File: config.mk
export PLATFORM = sky130hd
export DESIGN_NAME = scs_pan
export DESIGN_NICKNAME = d
export VERILOG_FILES = /design/src/design/scs_pkg.sv /design/src/design/scs_pan.sv
export SDC_FILE = /design/constraint.sdc
export NUM_CORES = 2
export LEC_CHECK = 0
export BUFFER_PORTS_ARGS = -buffer_cell sky130_fd_sc_hd__buf_2
export CAP_MARGIN = 20
export CORE_MARGIN = 10
export CORE_UTILIZATION = 46
export CTS_CLUSTER_DIAMETER = 60
export CTS_CLUSTER_SIZE = 10
export DETAILED_ROUTE_END_ITERATION = 8
export PLACE_DENSITY = 0.69
export SYNTH_ARGS = -nofsm -noshare
export SYNTH_HDL_FRONTEND = slang
export SYNTH_SLANG_ARGS = --single-unit
File: constraint.sdc
create_clock -name clk -period 2.7 [get_ports clk]
set_input_delay 0.405 -clock clk [delete_from_list [all_inputs] [get_ports clk]]
set_output_delay 0.405 -clock clk [all_outputs]
set_load 0.02 [all_outputs]
File: src/design/scs_pkg.sv
package scs_pkg;

    // Field widths
    localparam int SAMPLE_W    = 24;
    localparam int CTRL_W      = 16;
    localparam int COEF_W      = 16;
    localparam int CFG_IDX_W   = 4;

    // Width stage output: |L1| < 2.44 * 2^24 fits 27 bits signed
    localparam int WIDE_W      = 27;
    // After pan and optional negation
    localparam int PANNED_W    = WIDE_W + 1;

    // Default table resolution (quarter wave)
    localparam int PAN_TABLE_SIZE_DEF = 256;

    // Register indexes
    localparam logic [CFG_IDX_W-1:0] REG_GAIN   = 4'd0;
    localparam logic [CFG_IDX_W-1:0] REG_PAN    = 4'd1;
    localparam logic [CFG_IDX_W-1:0] REG_WIDTH  = 4'd2;
    localparam logic [CFG_IDX_W-1:0] REG_INVERT = 4'd3;

    // Reset values
    localparam logic [CTRL_W-1:0] GAIN_RST  = 16'd4096;
    localparam logic [CTRL_W-1:0] WIDTH_RST = 16'd16384;

    // Settings seen by the datapath
    typedef struct packed {
        logic [CTRL_W-1:0] gain;
        logic [CTRL_W-1:0] width;
        logic              invert;
        logic [COEF_W-1:0] cos_coef;
        logic [COEF_W-1:0] sin_coef;
    } cfg_t;

endpackage

File: src/design/scs_pan.sv
module scs_pan
    import scs_pkg::*;
(
    input  logic                       clk,
    input  logic                       rst_n,
    input  cfg_t                       cfg,
    input  logic                       wide_valid,
    input  logic signed [WIDE_W-1:0]   wide_left,
    input  logic signed [WIDE_W-1:0]   wide_right,
    output logic                       pan_valid,
    output logic signed [PANNED_W-1:0] pan_left,
    output logic signed [PANNED_W-1:0] pan_right
);

    localparam int PROD_W = WIDE_W + COEF_W + 1;
    localparam int ACC_W  = PROD_W + 1;

    logic                       mul_valid_reg;
    logic                       out_valid_reg;
    logic signed [PROD_W-1:0]   pl_reg;
    logic signed [PROD_W-1:0]   pr_reg;
    logic signed [ACC_W-1:0]    lacc;
    logic signed [ACC_W-1:0]    racc;
    logic signed [PANNED_W-1:0] l2;
    logic signed [PANNED_W-1:0] r2;
    logic signed [PANNED_W-1:0] l_reg;
    logic signed [PANNED_W-1:0] r_reg;

    always_ff @(posedge clk or negedge rst_n)
    begin
        if (!rst_n)
        begin
            mul_valid_reg <= 1'b0;
            out_valid_reg <= 1'b0;
        end
        else
        begin
            mul_valid_reg <= wide_valid;
            out_valid_reg <= mul_valid_reg;
        end
    end

    // Left by cos, right by sin
    always_ff @(posedge clk)
    begin
        pl_reg <= wide_left  * $signed({1'b0, cfg.cos_coef});
        pr_reg <= wide_right * $signed({1'b0, cfg.sin_coef});
    end

    // Round /32768, then optional polarity flip
    always_comb
    begin
        lacc = {pl_reg[PROD_W-1], pl_reg} + ACC_W'(16384);
        racc = {pr_reg[PROD_W-1], pr_reg} + ACC_W'(16384);
        l2   = {lacc[WIDE_W+14], lacc[WIDE_W+14:15]};
        r2   = {racc[WIDE_W+14], racc[WIDE_W+14:15]};
    end

    always_ff @(posedge clk)
    begin
        l_reg <= cfg.invert ? -l2 : l2;
        r_reg <= cfg.invert ? -r2 : r2;
    end

    assign pan_valid = out_valid_reg;
    assign pan_left  = l_reg;
    assign pan_right = r_reg;

endmodule

* Word level (Yosys, flattened, before mapping)
Index checks and enable logic that the tools add are counted.
** Storage, ports and cells
- Input port bits :: 122
- Register bits :: 142
** Operators by class
- $add $sub $neg :: 4
- Mux-type cells :: 2
- Multiply operators :: 2
** Operators with widths (number)
- 42-bit by 16-bit adder with 42-bit output (second input constant) :: 2
- 27-bit by 17-bit multiplier with 42-bit output :: 2
- 28-bit two-way mux :: 2
- 27-bit negation with 28-bit output :: 2

* Logic depth before layout (Yosys ltp)
- Depth in word-level cells :: 3
- Depth in mapped cells :: 25
- Mapped depth without buffers :: 24

* Worst setup path before layout
OpenSTA, ideal clock, no wires.
- Path kind :: input to register
- From :: input cfg[2] (netlist name)
- To :: register pr_reg[41]
- Library setup time :: 0.121 ns
- Setup slack :: -3.590 ns
- Buffers on the path :: 2
- Arrival time :: 6.169 ns
- Stages on the path :: 23
- Cell sequence :: clkbuf_1 > clkbuf_1 > nand2_1 > fa_1 > fa_1 > fa_1 > inv_1 > fa_1 > fa_1 > inv_1 > fa_1 > inv_1 > ha_1 > a21oi_1 > o21ai_2 > o2111ai_1 > a2111o_1 > a31oi_2 > o41ai_2 > o21ai_2 > o22a_1 > a21oi_1 > xnor2_1
** On the way
- Word-level cells in the longest chain between the ends :: 1
** Ends and longest elaborated chain
- from (decl) :: line scs_pan.sv:6 : input cfg_t cfg,
- 27-bit by 17-bit multiplier with 42-bit output :: line scs_pan.sv:47 : pr_reg <= wide_right * $signed({1'b0, cfg.sin_coef});
- to (signal assigned) :: line scs_pan.sv:47
- to (decl) :: line scs_pan.sv:21 : logic signed [PROD_W-1:0] pr_reg;
Every way passes these cells.

* Worst setup path in the final report
- From :: input cfg[5] (netlist name)
- To :: register pr_reg[41]
Same word-level chain as after synthesis.

==> metrics.yaml <==
sta:
  period_minus_slack_ns: 5.68
  rsz0062_at_grt: "yes"
  skew_ns: 0.0162
  slew_violations: 0
  whs_ns: 0.0918
  setup_slack_ns: -2.98
  relSlewSlack_pct: 39.9
  hold_violations: 0
  fmax_mhz: 176
  finalSetupViolCount: 56
  period_share_pct: 210
  tns_ns: -147.97
  tightestPinTransition_ns: 0.901
floorplanning:
  dieWidth_um: 292
  rows: 99
  start_util_pct: 46.6
  design.core.area_sq_um: 73100
  num_io_pins: 179
  die_height_um: 292
  fp.dieArea_sq_um: 85200
route:
  vias: 26600
  wire_per_inst_um: 17.1
  drtIter0Drc: 1502
  drtPass1Iterations: 6
  vias_per_cell: 5.01
  routed_wl_um: 90800
  drc: 0
  drtAntennaViolNets: 0
critical_path:
  cp-end-kind: "flop"
  critPathLaunchType: "input port"
  cp.arrival_ns: 5.98
  setup.worst_path.class: "in2reg"
  worstPathRequired_ns: 3.01
  cp_max_fo: 10
  cp_top_family: "adder cells"
  slowest_delay_ns: 0.54
  path_common_cell: "fa_1"
  r2r_slack_ns: 0.17
  cp.buffers_inverters: 5
  cp_slowest_cell: "fa_1"
  crit_path_cell_trace: "buf_6, and2_4, fa_1, inv_1, fa_1, fa_1, inv_1, fa_1, fa_1, inv_1, fa_1, inv_2, ha_4, nand4_1, nand2_1, o2111ai_2, a2111o_1, a31oi_4, o41ai_4, o21ai_2, o22a_1, a21oi_2, xnor2_1"
  r2r_start: "pl_reg[18]$_DFF_P_"
  crit_path_start: "cfg[5]"
  rr_endpoint: "pan_left[21]$_DFF_P_"
  rr_worst_depth: 11
synthesis:
  synth_cells: 3786
  avgSynthCellArea_sq_um: 8.99
  syn_nets: 4922
  synth_warnings: 0
  yosysSeqAreaShare_pct: 6.74
  synth_edf_count: 0
  synth-main-ff-cell: "dfxtp_1"
  syn_area_sq_um: 34000
  synth_cell_type_count: 86
  ys_ff_latch: 114
  synthArstFlopShare_pct: 1.75
cells_and_area:
  final_common_cell: "inv_1"
  final_util_pct: 58.4
  syn2layout_area_growth_pct: 25.5
  final_cell_mix: "inv_1 (896), fa_1 (767), nand2_1 (565)"
  fin_nets: 5475
  drive_above_1_share_pct: 24.5
clock_tree:
  cts_buffers: 17
  clock_latency_ns: 0.43
  clock_sinks: 114
  tritoncts: "yes"
  htree_levels: 4
  clk_pin_slew_ns: 0.06
  cts-root-buf: "clkbuf_16"
  cts_buffer_depth: 2
placement:
  hpwl_um: 76000
  place_congestion: 0.907
  pre_cts_ws_ns: -3.58
  io_buffer_count: 146
global_route:
  grt_first_pass_wirelength_um: 147000
  overflow: 0
  grt_pass1_vias: 28600
  grt_max_degree: 48
  antenna_found_initial: 1
  grt_usage_pct: 21.5
worst_hold_path:
  hold_start: "wide_valid"
  worstHoldEndpoint: "mul_valid_reg$_DFF_PN0_"
  hold_class: "in2reg"
  min_path_cells: 1
job:
  maxCapViolCount: 0
run_status:
  violations: "setup timing"
  status: "finished, violations left"
-- Yosys cell counts (all sizes together) (11+ instances only) --
library cell / number / area (sq um)
a21o: 16 / 120
a21oi: 57 / 297
and2: 349 / 2190
and3: 21 / 131
and4: 14 / 125
buf: 11 / 68.8
clkbuf: 151 / 568
dfxtp: 112 / 2240
fa: 810 / 16200
ha: 204 / 2550
inv: 936 / 3510
nand2: 593 / 2230
nand3: 39 / 195
nand4: 17 / 164
nor2: 58 / 235
nor2b: 11 / 68.8
nor3: 32 / 181
o21a: 17 / 128
o21ai: 52 / 268
xnor2: 119 / 1040
xor2: 64 / 561
-- cell families after synthesis --
logic type                 share of synthesized area (%)
muxes                                              0.316
xor gates and xnor gates                            4.71
AOI/OAI and AO/OA                                   4.06
and+or+nand+nor                                     16.8
adders and majority gates                           55.2
DFF                                                 6.74
buffers and inverters                               12.2
-- layout make-up --
cell class,count,area [sq um]
Fill cell,6141,30400
Multi-Input combinational cell,2574,29100
Timing Repair Buffer,696,5990
Inverter,936,3510
Sequential cell,114,2290
Tap cell,959,1200
Clock buffer,18,429
Clock inverter,14,130
Antenna cell,1,2.50
-- worst max path at each step --
| stage | to | cells after the start |
|---|---|---|
| 2_1_floorplan | pr_reg[41]$_DFF_P_ | 24 |
| 3_3_place_gp | pr_reg[32]$_DFF_P_ | 23 |
| 3_5_place_dp | pr_reg[41]$_DFF_P_ | 22 |
| 4_1_cts | pr_reg[41]$_DFF_P_ | 23 |
| 5_1_grt | pl_reg[40]$_DFF_P_ | 24 |
| 6_report | pr_reg[41]$_DFF_P_ | 23 |
-- worst reg2reg max path: cells and delay by family (launching register included) --
| kind | cells | cell delay, ns |
|---|---|---|
| AO/OA/AOI/OAI | 3 | 0.51 |
| XOR/XNOR | 1 | 0.17 |
| buffers and inverters | 2 | 0.29 |
| flip-flops | 1 | 0.38 |
| multiplexers | 1 | 0.34 |
| AND/OR/NAND/NOR | 4 | 0.75 |
-- through the flow --
stage / cell area, sq um / std cells
after floorplan: 35400 / 3786
after global placement: 40200 / 5217
after detailed placement: 40200 / 5217
after CTS: 41900 / 5292
after global routing: 42700 / 5311
final: 42700 / 5312
-- metal layers --
| layer | GRT usage (%) | vias up | wire [um] |
|---|---|---|---|
| met5 | 0 | - | 10 |
| met1 | 28.9 | 13500 | 38700 |
| met2 | 35.0 | 896 | 42800 |
| met4 | 4.97 | 2 | 1950 |
| met3 | 4.76 | 135 | 7290 |
| li1 | - | 12100 | - |
-- repair_timing --
item,in CTS,in global routing
endpoints found under the setup margin,58,75
endpoints found under the hold margin,2,0
cloned,2,0
pin swaps,130,120
buffers inserted,44,24
gates resized for setup,237,168
hold buffers,1,0
Power is not shown: default switching activity piles up to over one toggle a cycle in this logic, so the estimate is an artifact.
