`src/design/scs_pkg.sv`:
```
package scs_pkg;

    // Field widths
    localparam int SAMPLE_W    = 24;
    localparam int CTRL_W      = 16;
    localparam int COEF_W      = 16;
    localparam int CFG_IDX_W   = 4;

    // Width stage output: |L1| < 2.44 * 2^24 fits 27 bits signed
    localparam int WIDE_W      = 27;
    // After pan and optional negation
    localparam int PANNED_W    = WIDE_W + 1;

    // Default table resolution (quarter wave)
    localparam int PAN_TABLE_SIZE_DEF = 256;

    // Register indexes
    localparam logic [CFG_IDX_W-1:0] REG_GAIN   = 4'd0;
    localparam logic [CFG_IDX_W-1:0] REG_PAN    = 4'd1;
    localparam logic [CFG_IDX_W-1:0] REG_WIDTH  = 4'd2;
    localparam logic [CFG_IDX_W-1:0] REG_INVERT = 4'd3;

    // Reset values
    localparam logic [CTRL_W-1:0] GAIN_RST  = 16'd4096;
    localparam logic [CTRL_W-1:0] WIDTH_RST = 16'd16384;

    // Settings seen by the datapath
    typedef struct packed {
        logic [CTRL_W-1:0] gain;
        logic [CTRL_W-1:0] width;
        logic              invert;
        logic [COEF_W-1:0] cos_coef;
        logic [COEF_W-1:0] sin_coef;
    } cfg_t;

endpackage

```
`src/design/scs_gain.sv`:
```
module scs_gain
    import scs_pkg::*;
(
    input  logic                       clk,
    input  logic                       rst_n,
    input  logic [CTRL_W-1:0]          gain,
    input  logic                       pan_valid,
    input  logic signed [PANNED_W-1:0] pan_left,
    input  logic signed [PANNED_W-1:0] pan_right,
    output logic                       out_valid,
    output logic signed [SAMPLE_W-1:0] out_left,
    output logic signed [SAMPLE_W-1:0] out_right,
    output logic                       clipped
);

    localparam int PROD_W = PANNED_W + CTRL_W + 1;
    localparam int ACC_W  = PROD_W + 1;
    localparam int RES_W  = ACC_W - 12;

    localparam logic signed [RES_W-1:0] RES_MAX = RES_W'((1 << (SAMPLE_W-1)) - 1);
    localparam logic signed [RES_W-1:0] RES_MIN = -RES_W'(1 << (SAMPLE_W-1));

    logic                       mul_valid_reg;
    logic                       out_valid_reg;
    logic signed [PROD_W-1:0]   pl_reg;
    logic signed [PROD_W-1:0]   pr_reg;
    logic signed [ACC_W-1:0]    lacc;
    logic signed [ACC_W-1:0]    racc;
    logic signed [RES_W-1:0]    lv;
    logic signed [RES_W-1:0]    rv;
    logic signed [SAMPLE_W-1:0] l_next;
    logic signed [SAMPLE_W-1:0] r_next;
    logic                       clip_next;
    logic signed [SAMPLE_W-1:0] l_reg;
    logic signed [SAMPLE_W-1:0] r_reg;
    logic                       clip_reg;

    always_ff @(posedge clk or negedge rst_n)
    begin
        if (!rst_n)
        begin
            mul_valid_reg <= 1'b0;
            out_valid_reg <= 1'b0;
        end
        else
        begin
            mul_valid_reg <= pan_valid;
            out_valid_reg <= mul_valid_reg;
        end
    end

    always_ff @(posedge clk)
    begin
        pl_reg <= pan_left  * $signed({1'b0, gain});
        pr_reg <= pan_right * $signed({1'b0, gain});
    end

    // Round /4096 and saturate to 24 bits
    always_comb
    begin
        lacc      = {pl_reg[PROD_W-1], pl_reg} + ACC_W'(2048);
        racc      = {pr_reg[PROD_W-1], pr_reg} + ACC_W'(2048);
        lv        = lacc[ACC_W-1:12];
        rv        = racc[ACC_W-1:12];
        clip_next = 1'b0;
        if (lv > RES_MAX)
        begin
            l_next    = RES_MAX[SAMPLE_W-1:0];
            clip_next = 1'b1;
        end
        else if (lv < RES_MIN)
        begin
            l_next    = RES_MIN[SAMPLE_W-1:0];
            clip_next = 1'b1;
        end
        else
        begin
            l_next = lv[SAMPLE_W-1:0];
        end
        if (rv > RES_MAX)
        begin
            r_next    = RES_MAX[SAMPLE_W-1:0];
            clip_next = 1'b1;
        end
        else if (rv < RES_MIN)
        begin
            r_next    = RES_MIN[SAMPLE_W-1:0];
            clip_next = 1'b1;
        end
        else
        begin
            r_next = rv[SAMPLE_W-1:0];
        end
    end

    always_ff @(posedge clk)
    begin
        l_reg    <= l_next;
        r_reg    <= r_next;
        clip_reg <= clip_next;
    end

    assign out_valid = out_valid_reg;
    assign out_left  = l_reg;
    assign out_right = r_reg;
    assign clipped   = clip_reg;

endmodule

```
`config.mk`:
```
export PLATFORM = sky130hd
export DESIGN_NAME = scs_gain
export DESIGN_NICKNAME = d
export VERILOG_FILES = /design/src/design/scs_pkg.sv /design/src/design/scs_gain.sv
export SDC_FILE = /design/constraint.sdc
export NUM_CORES = 2
export LEC_CHECK = 0
export BUFFER_PORTS_ARGS = -buffer_cell sky130_fd_sc_hd__buf_4
export CAP_MARGIN = 20
export CORE_MARGIN = 5
export CORE_UTILIZATION = 39
export CTS_CLUSTER_DIAMETER = 80
export CTS_CLUSTER_SIZE = 30
export DETAILED_ROUTE_END_ITERATION = 7
export PLACE_DENSITY = 0.6
export SETUP_SLACK_MARGIN = 0.15
export SYNTH_ARGS = -nofsm -noshare
export SYNTH_HDL_FRONTEND = slang
export SYNTH_SLANG_ARGS = --single-unit
```
`constraint.sdc`:
```
create_clock -name clk -period 5.2 [get_ports clk]
set_input_delay 0.52 -clock clk [delete_from_list [all_inputs] [get_ports clk]]
set_output_delay 0.52 -clock clk [all_outputs]
set_load 0.02 [all_outputs]
```
Word-level counts from Yosys, hierarchy flattened:

Index checks and enable logic that the tools add are counted.
Widths: inputs -> output; s select.

* register bits after elaboration: 141
* output and inout bits: 50

* multiply operators: 2
* add/subtract/negate cells: 2
* muxes and demuxes: 3
* reductions and logical operators: 1
* magnitude comparators: 4

Operators with widths (number)
* $add 45x13->46 const B: 2
* $mul 28x17->45: 2
* $gt 34x24->1 const B: 2
* $lt 34x24->1 const B: 2
* $mux 24: 2
* $reduce_or 3->1: 1
* $mux 1: 1

Longest topological paths before layout:

* depth in word-level cells: 3
* gate-level depth with buffers: 26
* depth with buffers taken out: 23

Worst setup path after synthesis:

OpenSTA, ideal clock, no wires.

* kind: input -> register
* start point: input gain[3]
* end point: register pl_reg[41]
* path buffers: 3
* stages: 22
* arrival time: 6346 ps
* slack: -1207 ps
* library setup time: 62 ps
* path through: clkbuf_1 -> clkbuf_1 -> nand2_1 -> fa_1 -> fa_1 -> inv_1 -> fa_1 -> fa_1 -> fa_1 -> inv_1 -> fa_1 -> inv_1 -> ha_1 -> clkbuf_1 -> a21oi_1 -> a21boi_1 -> o21ai_0 -> nand2b_1 -> a31o_2 -> o31a_1 -> or4_1 -> nand3_1

* word-level cells in the longest chain between the ends: 1

Ends and longest elaborated chain
* start, declared: RTL line scs_gain.sv:6 `input logic [CTRL_W-1:0] gain,`
* $mul 28x17->45: RTL line scs_gain.sv:54 `pl_reg <= pan_left * $signed({1'b0, gain});`
* end signal, assigned: RTL line scs_gain.sv:54
* end, declared: RTL line scs_gain.sv:25 `logic signed [PROD_W-1:0] pl_reg;`

No other way between the ends.
A chain may end at the register's enable or synchronous reset.

Worst setup path after layout:

* start point: input pan_right[9]
* end point: register pr_reg[33]

* word-level cells in the longest chain between the ends: 1

Ends and longest elaborated chain
* start, declared: RTL line scs_gain.sv:9 `input logic signed [PANNED_W-1:0] pan_right,`
* $mul 28x17->45: RTL line scs_gain.sv:55 `pr_reg <= pan_right * $signed({1'b0, gain});`
* end signal, assigned: RTL line scs_gain.sv:55
* end, declared: RTL line scs_gain.sv:26 `logic signed [PROD_W-1:0] pr_reg;`

No other way between the ends.

==> metrics <==
run status=finished, violations left; failing checks=negative setup slack; Die Width=314 um; Via-to-Cell Ratio=4.81; gr ovfl total=0; Nets=5,730; M1 wire length=41,300 um; layout cells sized above 1=23.1%; final slew viol count=0; Clock Skews=0.00750 ns; Synth Area in Adders=55.5%; setup TNS=-15.00 ns; Post-synth EDFFs=0; Mean Syn Cell Area=8.89 um2; Simple-Gate Fraction of Synth Area=16.6%; Cell Count, Final, Fillers Out=5,777; RSZ-0062 raised after global routing=yes; root buf cell=clkbuf_16; Top FF cell, synth=dfxtp_1; CP Class=in2reg; die height=314 um; Worst Path Max Fanout=7; Post-Syn Instances=4,042; WP data arrival=5.99 ns; WP buf/inv=5; DRT iter0 DRCs=1,380; global-route wire length before repair=150,000 um; GR Util All Layers=18.8%; Cell Area, Placed=42,400 um2; routed wire length=92,800 um; Initial Util=39.3%; number of placement rows=111; reg2reg path depth=8; post-route cell area=45,500 um2; Met3 Routed Length=5130 um; largest family of logic cells by synthesized area=adder cells; CTS tree=yes; clk sink count=119; YS warnings=0; Post-Route Utilization=49.7%; period utilization=109%; PnR worst setup slack=-0.461 ns; hold path cells=1; final hold vios=0; gpl congestion=0.870; fraction of registers with async set or reset after synthesis=1.68%; Inst Count DP=5,675; Largest delay share family, worst path=adder cells; Worst setup EP type=register; synthesized cell area=35,900 um2; routed wl met2=44,200 um; Via Count=27,800; Mapped Nets=5,195; post-synthesis mux area share=0.143%; DR WL/cell=16.1 um; Worst-Skew Late Latency=0.44 ns; Routed Antenna Nets=0; number of synthesized register bits=119; delay of the slowest cell on the worst path=0.63 ns; critical path required time=5.53 ns; pin count of the biggest net entering global routing=37; final setup fails=48; Die Area=98,300 um2; IO Port Bufs=124; f_max=177 MHz; area added between synthesis and finish=26.5%; H-tree levels=4; Critical Path Start Type=primary input; antenna violations before repair=2; Unique masters post-synth=84; register area share after synthesis=6.66%; Core Area=91,500 um2; dpl hpwl=76,200 um; most used cell along the critical path=fa_1; min Tclk post-route=5.66 ns; Clk pin slew, worst setup/hold paths=0.06 ns; worst hold path class=in2reg; I/O pins=125; Slowest cell on crit path=fa_1; DRC viols=0; Relative slew margins=35.6%; vias in the first global route=29,300; clock buffer depth=2; crit-path cells=buf_12 > buf_12 > and2_4 > fa_1 > fa_1 > fa_1 > fa_2 > fa_1 > inv_1 > fa_1 > inv_2 > ha_4 > buf_6 > a211oi_2 > nor2_1 > o41ai_2 > o22ai_2 > or3_4 > a21oi_4 > o21ai_2 > xor2_1; complex-gate fraction of the synthesized area=5.25%; CTS Buf Count=17; Max Used Layer=met5; Worst path depth=21; Slew @ Worst Pin=0.959 ns; xor/xnor share of the synthesized area=2.90%; max-cap violations=0; Initial DRT Pass Iterations=5
==> worst reg2reg max path, stage by stage, from the launching register on <==
cell,delay (ns)
dfxtp_1,0.43
nand4_2,0.21
or4_4,0.64
nor3_4,0.37
o21ai_0,0.16
a22o_1,0.24
nor4_4,0.54
or2_1,0.64
o21ai_0,0.20
==> cell usage in the layout, fill, tap and decap left out, types with 41 or more instances in the layout <==
| cell | instances |
|---|---|
| nand2_1 | 573 |
| a21oi_1 | 51 |
| xnor2_1 | 65 |
| nor2_1 | 49 |
| and2_1 | 333 |
| fa_1 | 819 |
| ha_1 | 171 |
| buf_6 | 82 |
| fa_2 | 43 |
| dfxtp_1 | 117 |
| inv_1 | 1016 |
| xor2_1 | 41 |
| buf_4 | 541 |
==> cells by family (layout without fill, tap and decap cells) <==
logic type | count (synthesis) | count (layout)
buffers and inverters | 1225 | 1773
and+or+nand+nor | 1213 | 1213
adders and majority gates | 1078 | 1078
AOI/OAI and AO/OA | 283 | 283
xor gates and xnor gates | 119 | 119
DFF | 119 | 119
muxes | 5 | 5
other | 0 | 1
==> cell usage after synthesis (all sizes together) (9+ instances only) <==
cell type,n,area (um2)
o21a,9,67.6
and2,372,2330
nand3,43,215
o21ai,68,378
ha,216,2700
clkbuf,166,623
fa,862,17300
xnor2,77,674
a21o,23,173
inv,1048,3930
o21bai,9,67.6
nand4,26,175
nand2b,15,93.8
and3,20,125
nor2,63,236
buf,11,75.1
a211oi,10,80.1
nand2,596,2240
nor3,22,126
a31oi,11,83.8
xor2,42,368
and4,10,87.6
dfxtp,117,2340
a21oi,78,390
==> layer usage <==
metal | global-route usage [%] | vias up
met5 | 0 | -
met4 | 4.46 | 4
met3 | 2.49 | 86
met2 | 31.1 | 557
met1 | 26.6 | 14300
li1 | - | 12900
==> worst paths after layout <==
path | start | to | slack [ns]
worst max register to register | pl_reg[26] | out_left[18] | 1.62
worst min register to register | mul_valid_reg | out_valid | 0.36
worst max-delay path | pan_right[9] | pr_reg[33] | -0.46
min in group asynchronous | rst_n | mul_valid_reg | 0.40
worst min-delay path | pan_valid | mul_valid_reg | 0.18
max in group asynchronous | rst_n | out_valid | 4.72
==> cell type report <==
type                    instances  area [um2]
clock buffers                  21         460
clock inverters                11         103
repair buffers                693        6430
well taps                    1186        1480
flip-flops and latches        119        2390
diodes                          1        2.50
fillers                      8518       46000
multi-input cells            2698       30700
inverters                    1048        3940
==> per-stage QoR <==
stage | hold slack [ns] | setup slack [ns]
floorplan | 0.224 | -0.699
global placement | 0.302 | -1.13
detailed placement | 0.303 | -1.13
CTS | 0.150 | -0.487
global route | 0.160 | -0.610
finish | 0.177 | -0.461
==> timing repair <==
| action | in CTS | in global routing |
|---|---|---|
| pin swaps | 59 | 120 |
| setup endpoints to repair | 62 | 63 |
| resized for setup | 107 | 294 |
| hold endpoints to repair | 2 | 0 |
| hold buffers | 1 | 0 |
| setup buffers | 13 | 39 |
| cloned | 3 | 12 |
Power is left out: the tool's default activity adds up to more than one toggle a clock period on the data nets, which glitch-free logic cannot reach.
