## config.mk

```make
export PLATFORM = sky130hd
export DESIGN_NAME = scs_width
export DESIGN_NICKNAME = d
export VERILOG_FILES = /design/src/design/scs_pkg.sv /design/src/design/scs_width.sv
export SDC_FILE = /design/constraint.sdc
export NUM_CORES = 1
export LEC_CHECK = 0
export ABC_AREA = 1
export BUFFER_PORTS_ARGS = -buffer_cell sky130_fd_sc_hd__clkbuf_2
export CAP_MARGIN = 20
export CORE_UTILIZATION = 23
export DETAILED_ROUTE_END_ITERATION = 12
export GPL_ROUTABILITY_DRIVEN = 0
export PLACE_DENSITY = 0.48
export SYNTH_ARGS = -nofsm -noshare
export SYNTH_HDL_FRONTEND = slang
export SYNTH_SLANG_ARGS = --single-unit
```

## constraint.sdc

```tcl
create_clock -name clk -period 8.1 [get_ports clk]
set_input_delay 1.215 -clock clk [delete_from_list [all_inputs] [get_ports clk]]
set_output_delay 1.215 -clock clk [all_outputs]
set_load 0.01 [all_outputs]
```

## src/design/scs_pkg.sv

```systemverilog
package scs_pkg;

    // Field widths
    localparam int SAMPLE_W    = 24;
    localparam int CTRL_W      = 16;
    localparam int COEF_W      = 16;
    localparam int CFG_IDX_W   = 4;

    // Width stage output: |L1| < 2.44 * 2^24 fits 27 bits signed
    localparam int WIDE_W      = 27;
    // After pan and optional negation
    localparam int PANNED_W    = WIDE_W + 1;

    // Default table resolution (quarter wave)
    localparam int PAN_TABLE_SIZE_DEF = 256;

    // Register indexes
    localparam logic [CFG_IDX_W-1:0] REG_GAIN   = 4'd0;
    localparam logic [CFG_IDX_W-1:0] REG_PAN    = 4'd1;
    localparam logic [CFG_IDX_W-1:0] REG_WIDTH  = 4'd2;
    localparam logic [CFG_IDX_W-1:0] REG_INVERT = 4'd3;

    // Reset values
    localparam logic [CTRL_W-1:0] GAIN_RST  = 16'd4096;
    localparam logic [CTRL_W-1:0] WIDTH_RST = 16'd16384;

    // Settings seen by the datapath
    typedef struct packed {
        logic [CTRL_W-1:0] gain;
        logic [CTRL_W-1:0] width;
        logic              invert;
        logic [COEF_W-1:0] cos_coef;
        logic [COEF_W-1:0] sin_coef;
    } cfg_t;

endpackage

```

## src/design/scs_width.sv

```systemverilog
module scs_width
    import scs_pkg::*;
(
    input  logic                       clk,
    input  logic                       rst_n,
    input  logic                       take,
    input  logic signed [SAMPLE_W-1:0] sample_left,
    input  logic signed [SAMPLE_W-1:0] sample_right,
    input  logic                       right_present,
    input  logic [CTRL_W-1:0]          width,
    output logic                       wide_valid,
    output logic signed [WIDE_W-1:0]   wide_left,
    output logic signed [WIDE_W-1:0]   wide_right
);

    localparam int SUM_W  = SAMPLE_W + 1;
    localparam int PROD_W = SUM_W + CTRL_W + 1;
    localparam int ACC_W  = PROD_W + 2;

    logic                       in_valid_reg;
    logic signed [SAMPLE_W-1:0] sl_reg;
    logic signed [SAMPLE_W-1:0] sr_reg;
    logic                       mul_valid_reg;
    logic signed [SUM_W-1:0]    sum_reg;
    logic signed [SUM_W-1:0]    sum_next;
    logic signed [SUM_W-1:0]    diff_next;
    logic signed [PROD_W-1:0]   prod_reg;
    logic signed [PROD_W-1:0]   prod_next;
    logic signed [ACC_W-1:0]    mid_ext;
    logic signed [ACC_W-1:0]    prod_ext;
    logic signed [ACC_W-1:0]    lacc;
    logic signed [ACC_W-1:0]    racc;
    logic                       out_valid_reg;
    logic signed [WIDE_W-1:0]   l_reg;
    logic signed [WIDE_W-1:0]   r_reg;

    always_ff @(posedge clk or negedge rst_n)
    begin
        if (!rst_n)
        begin
            in_valid_reg  <= 1'b0;
            mul_valid_reg <= 1'b0;
            out_valid_reg <= 1'b0;
        end
        else
        begin
            in_valid_reg  <= take;
            mul_valid_reg <= in_valid_reg;
            out_valid_reg <= mul_valid_reg;
        end
    end

    // Input capture, mono copies left into right
    always_ff @(posedge clk)
    begin
        if (take)
        begin
            sl_reg <= sample_left;
            sr_reg <= right_present ? sample_right : sample_left;
        end
    end

    // Side times width
    always_comb
    begin
        sum_next  = {sl_reg[SAMPLE_W-1], sl_reg} + {sr_reg[SAMPLE_W-1], sr_reg};
        diff_next = {sr_reg[SAMPLE_W-1], sr_reg} - {sl_reg[SAMPLE_W-1], sl_reg};
        prod_next = diff_next * $signed({1'b0, width});
    end

    always_ff @(posedge clk)
    begin
        sum_reg  <= sum_next;
        prod_reg <= prod_next;
    end

    // mid*16384 -/+ side*w, round half up, /32768
    always_comb
    begin
        mid_ext  = {{(ACC_W-SUM_W-14){sum_reg[SUM_W-1]}}, sum_reg, 14'b0};
        prod_ext = {{(ACC_W-PROD_W){prod_reg[PROD_W-1]}}, prod_reg};
        lacc     = mid_ext - prod_ext + ACC_W'(16384);
        racc     = mid_ext + prod_ext + ACC_W'(16384);
    end

    always_ff @(posedge clk)
    begin
        l_reg <= lacc[WIDE_W+14:15];
        r_reg <= racc[WIDE_W+14:15];
    end

    assign wide_valid = out_valid_reg;
    assign wide_left  = l_reg;
    assign wide_right = r_reg;

endmodule

```

Yosys cells after proc, flatten, opt, wreduce, memory -nomap -nowiden
Index checks and enable logic that the tools add are counted.
{"block": "classes", "n_eq_ne": 0, "multipliers": 1, "bitwise_logic": 0, "n_reduce_logical": 0, "n_div": 0, "n_mux": 1, "shifts": 0, "n_addsub": 6, "n_lt_le_gt_ge": 0}
{"cell": "42-bit by 16-bit adder with 42-bit output, second input constant", "count": 2}
{"cell": "39-bit by 42-bit adder with 42-bit output", "count": 1}
{"cell": "25-bit by 17-bit multiplier with 42-bit output", "count": 1}
{"cell": "39-bit by 42-bit subtractor with 42-bit output", "count": 1}
{"cell": "24-bit by 24-bit adder with 25-bit output", "count": 1}
{"cell": "24-bit by 24-bit subtractor with 25-bit output", "count": 1}
{"cell": "24-bit two-way mux", "count": 1}
{"block": "word_totals", "n_memories": 0, "input_bits": 68, "ram_bits": 0, "out_inout_bits": 55, "regBits": 172, "latchBits": 0, "elab_cells": 17, "rom_bits": 0}

Logic depth before layout (Yosys ltp)
{"block": "depth", "depth_word": 2, "mapped_depth": 38, "ltp_nobuf": 37}

Worst setup path after synthesis
Ideal clock, no wire load.
{"block": "synth_timing", "kind": "register to register", "start": "register sl_reg[0]", "end": "register prod_reg[41]", "n_path_buf": 0, "setup_ns": 0.114, "stages_incl_launch_ff": 31, "setup_slack_ns": 1.421, "required_time_ns": 7.986, "synth_period_minus_slack_ns": 6.679, "t_arrival_ns": 6.565, "path_cell_list": "edfxtp_1 ha_1 fa_1 inv_1 nand3_1 nand3_1 nand2_1 nand2_1 nand2_1 nand3_1 nand2_2 nand2_2 nor2_1 fa_1 inv_1 fa_1 inv_1 fa_1 fa_1 fa_1 inv_1 fa_1 inv_1 ha_1 inv_1 nor3_1 nand2_1 nor2_1 nand3_1 nand4_1 nand2_1"}
{"block": "synth_via", "elab_chain_len": 2}
{"element": "start: declaration", "line_no": "scs_width.sv:21", "rtl": "logic signed [SAMPLE_W-1:0] sl_reg;"}
{"element": "start signal: assignment", "line_no": "scs_width.sv:58", "rtl": "sl_reg <= sample_left;"}
{"element": "24-bit by 24-bit subtractor with 25-bit output", "line_no": "scs_width.sv:67", "rtl": "diff_next = {sr_reg[SAMPLE_W-1], sr_reg} - {sl_reg[SAMPLE_W-1], sl_reg};"}
{"element": "25-bit by 17-bit multiplier with 42-bit output", "line_no": "scs_width.sv:68", "rtl": "prod_next = diff_next * $signed({1'b0, width});"}
{"element": "via prod_next[41]", "line_no": "scs_width.sv:28", "rtl": "logic signed [PROD_W-1:0] prod_next;"}
{"element": "end signal: assignment", "line_no": "scs_width.sv:74", "rtl": "prod_reg <= prod_next;"}
{"element": "end: declaration", "line_no": "scs_width.sv:27", "rtl": "logic signed [PROD_W-1:0] prod_reg;"}
The timed path passes the listed nets, and every way through them passes these cells.
A chain may end at the register's enable or synchronous reset.

Worst setup path after layout
{"block": "layout_timing", "start": "register sl_reg[0]", "end": "register prod_reg[39]"}
Same word-level chain as after synthesis.

==> out/metrics.cfg <==
[setup_path]
crit_start=sl_reg[0]
cp.arrival_ps=8030
start_kind=flip-flop
end_kind=flip-flop
cp-endpoint=prod_reg[39]
crit_type=flip-flop to flip-flop
crit_required_ps=8520
cpPeakStageDelay_ps=670
reg2reg_slack_ps=490
r2r_start=sl_reg[0]
reg2reg_depth=30
worstReg2RegEnd=prod_reg[39]
cp_slowest_cell=fa_2
crit_fanout=14

[clock_tree]
clk_latency_ps=520
clockBufferDepth=2
cts.sinks=172
cts_tree=built
post_cts_buffers=0
htreeDepth=4
ctsHoldBuffers=0
cts.reportedPaths.clkPinSlew_ps=110
cts_resized=0
cts_buffers=17
root_buffer=clkbuf_16

[finish]
final_cell_mix=inv_1, nand2_1, fa_1
fill_cells=13400
layout.nets=4616
final_common_cell=inv_1
syn_to_final_growth_pct=12.2
post-route-util_pct=26.1
instances_no_fill=5522
largest_register_ffs=42
diodes=0
drive_above_1_share_pct=8.39

[placement]
dpl.cell_count=5490
io_buffer_count=122
post-place-ws_ps=242
hpwlAfterDp_um=86400

[grt]
use_met1_pct=22.8
grtUsageTotal_pct=16.4
top_usage_layer=met2
antenna_found_initial=5
grt_remaining_overflow=0
grt_pass1_wl_um=152000
grt_start_max_net_pins=50
use_met3_pct=2.47
grt_pass1_vias=24700
gr-usage-met2_pct=26.5

[sta]
max_freq_mhz=131
finalCritPeriodShare_pct=93.9
finalHoldViolCount=0
fin_tns_setup_ps=0
setup_violations=0
rsz0062_at_grt=no
min_period_ps=7610
fin_worst_skew_ps=37.0
slew_headroom_pct=45.3
setup_ws_ps=492
drv_slew=0
worstMarginPinSlew_ps=816

[run]
drv_cap=0

[route]
post-route-drc-count=0
drt_iter0_drc=1695
wire_per_inst_um=18.0
via_per_inst=4.41
vias=24400
dr.pass1.iters=6
wl_um=99600
ant_nets=0

[yosys]
netlist_area_sq_mm=0.0280
synth_seq_cells=172
ys.flop_type=dfxtp_1
ys_seq_area_share_pct=14.1
synthArstFlopShare_pct=1.74
avgSynthCellArea_sq_um=7.44
ys.warnings.count=0
synth-edff-count=48
synth_nets=4477
synth.distinct_cells=48
syn_inst=3758

[die]
core_region_area_sq_mm=0.120
initial_utilization_pct=23.2
io_pins=123
die_y_um=351
die_w_um=351
dieArea_sq_mm=0.123
num_rows=127

[min_path]
hold_class=flip-flop to flip-flop

[run_status]
status=completed

## routing by layer
layer | wire [um] | vias up
met5 | 0 | -
met4 | 2280 | 0
met3 | 6320 | 125
met2 | 44600 | 837
met1 | 46400 | 11800
li1 | - | 11600
## area by class of cell
type	instances	area [sq um]	area share, %
Clock buffer	18	429	1.37
Clock inverter	14	146	0.467
Inverter	913	3430	10.9
Multi-Input combinational cell	2602	20300	64.6
Sequential cell	172	3940	12.6
Tap cell	1612	2020	6.43
Timing Repair Buffer	191	1130	3.60
## Yosys cell counts, types with 2 or more instances
library cell,count,share of area [%]
o21ai_0,63,1.1
nor2_4,2,0.081
a21o_1,4,0.11
o21bai_1,16,0.43
a21oi_1,135,2.4
buf_6,3,0.12
mux2_2,24,0.97
inv_2,7,0.094
xnor2_1,14,0.44
nor4_1,7,0.16
nor3_2,4,0.14
dfxtp_1,121,8.7
clkbuf_1,39,0.52
fa_1,394,28
o211ai_1,3,0.081
nand3b_1,2,0.054
nand2b_1,5,0.11
nor3_1,22,0.39
nand4_2,3,0.13
nand2_2,21,0.47
nand2_4,11,0.44
and2_1,5,0.11
buf_2,22,0.39
o21ai_1,2,0.036
nand2_1,819,11
nand3_1,267,4.8
a21oi_2,3,0.094
nand4_4,4,0.30
nand4_1,53,1.2
edfxtp_1,48,5.2
nor2_2,7,0.16
ha_1,257,12
nand3_2,8,0.29
clkinv_1,7,0.094
inv_1,898,12
dfrtp_1,3,0.27
nor2_1,381,5.1
buf_4,7,0.19
xor2_1,58,1.8
## worst max-delay path: cells and delay by family (launching register included)
| kind | cells | cell delay, ps |
|---|---|---|
| and+or+nand+nor | 16 | 2320 |
| adders and majority gates | 9 | 4330 |
| buffers and inverters | 5 | 470 |
| DFF | 1 | 400 |
## per-stage QoR
step                cell area [sq um]  hold slack, ps
floorplan                       28000             331
global placement                30800             332
detailed placement              30800             342
CTS                             31300             358
global route                    31400             368
finish                          31400             354
## how the worst min path moves through the flow
stage,slack [ps],end,startpoint,cells after the start
2_1_floorplan,330,mul_valid_reg,in_valid_reg,0
3_3_place_gp,330,wide_valid,mul_valid_reg,0
3_5_place_dp,340,mul_valid_reg,in_valid_reg,0
4_1_cts,360,mul_valid_reg,in_valid_reg,0
5_1_grt,370,mul_valid_reg,in_valid_reg,0
6_report,350,mul_valid_reg,in_valid_reg,0
## kinds of logic (layout without fill, tap and decap cells)
group                    Yosys count  after routing  share of synthesized area (%)
AO/OA/AOI/OAI                    229            229                           4.37
XOR/XNOR                          72             72                           2.26
adder cells (fa/ha/maj)          651            651                           39.7
buffers and inverters            984           1136                           13.5
flip-flops                       172            172                           14.1
multiplexers                      24             24                          0.967
AND/OR/NAND/NOR                 1626           1626                           25.1
Power is left out: the tool's default activity adds up to more than one toggle a clock period on the data nets, which glitch-free logic cannot reach.
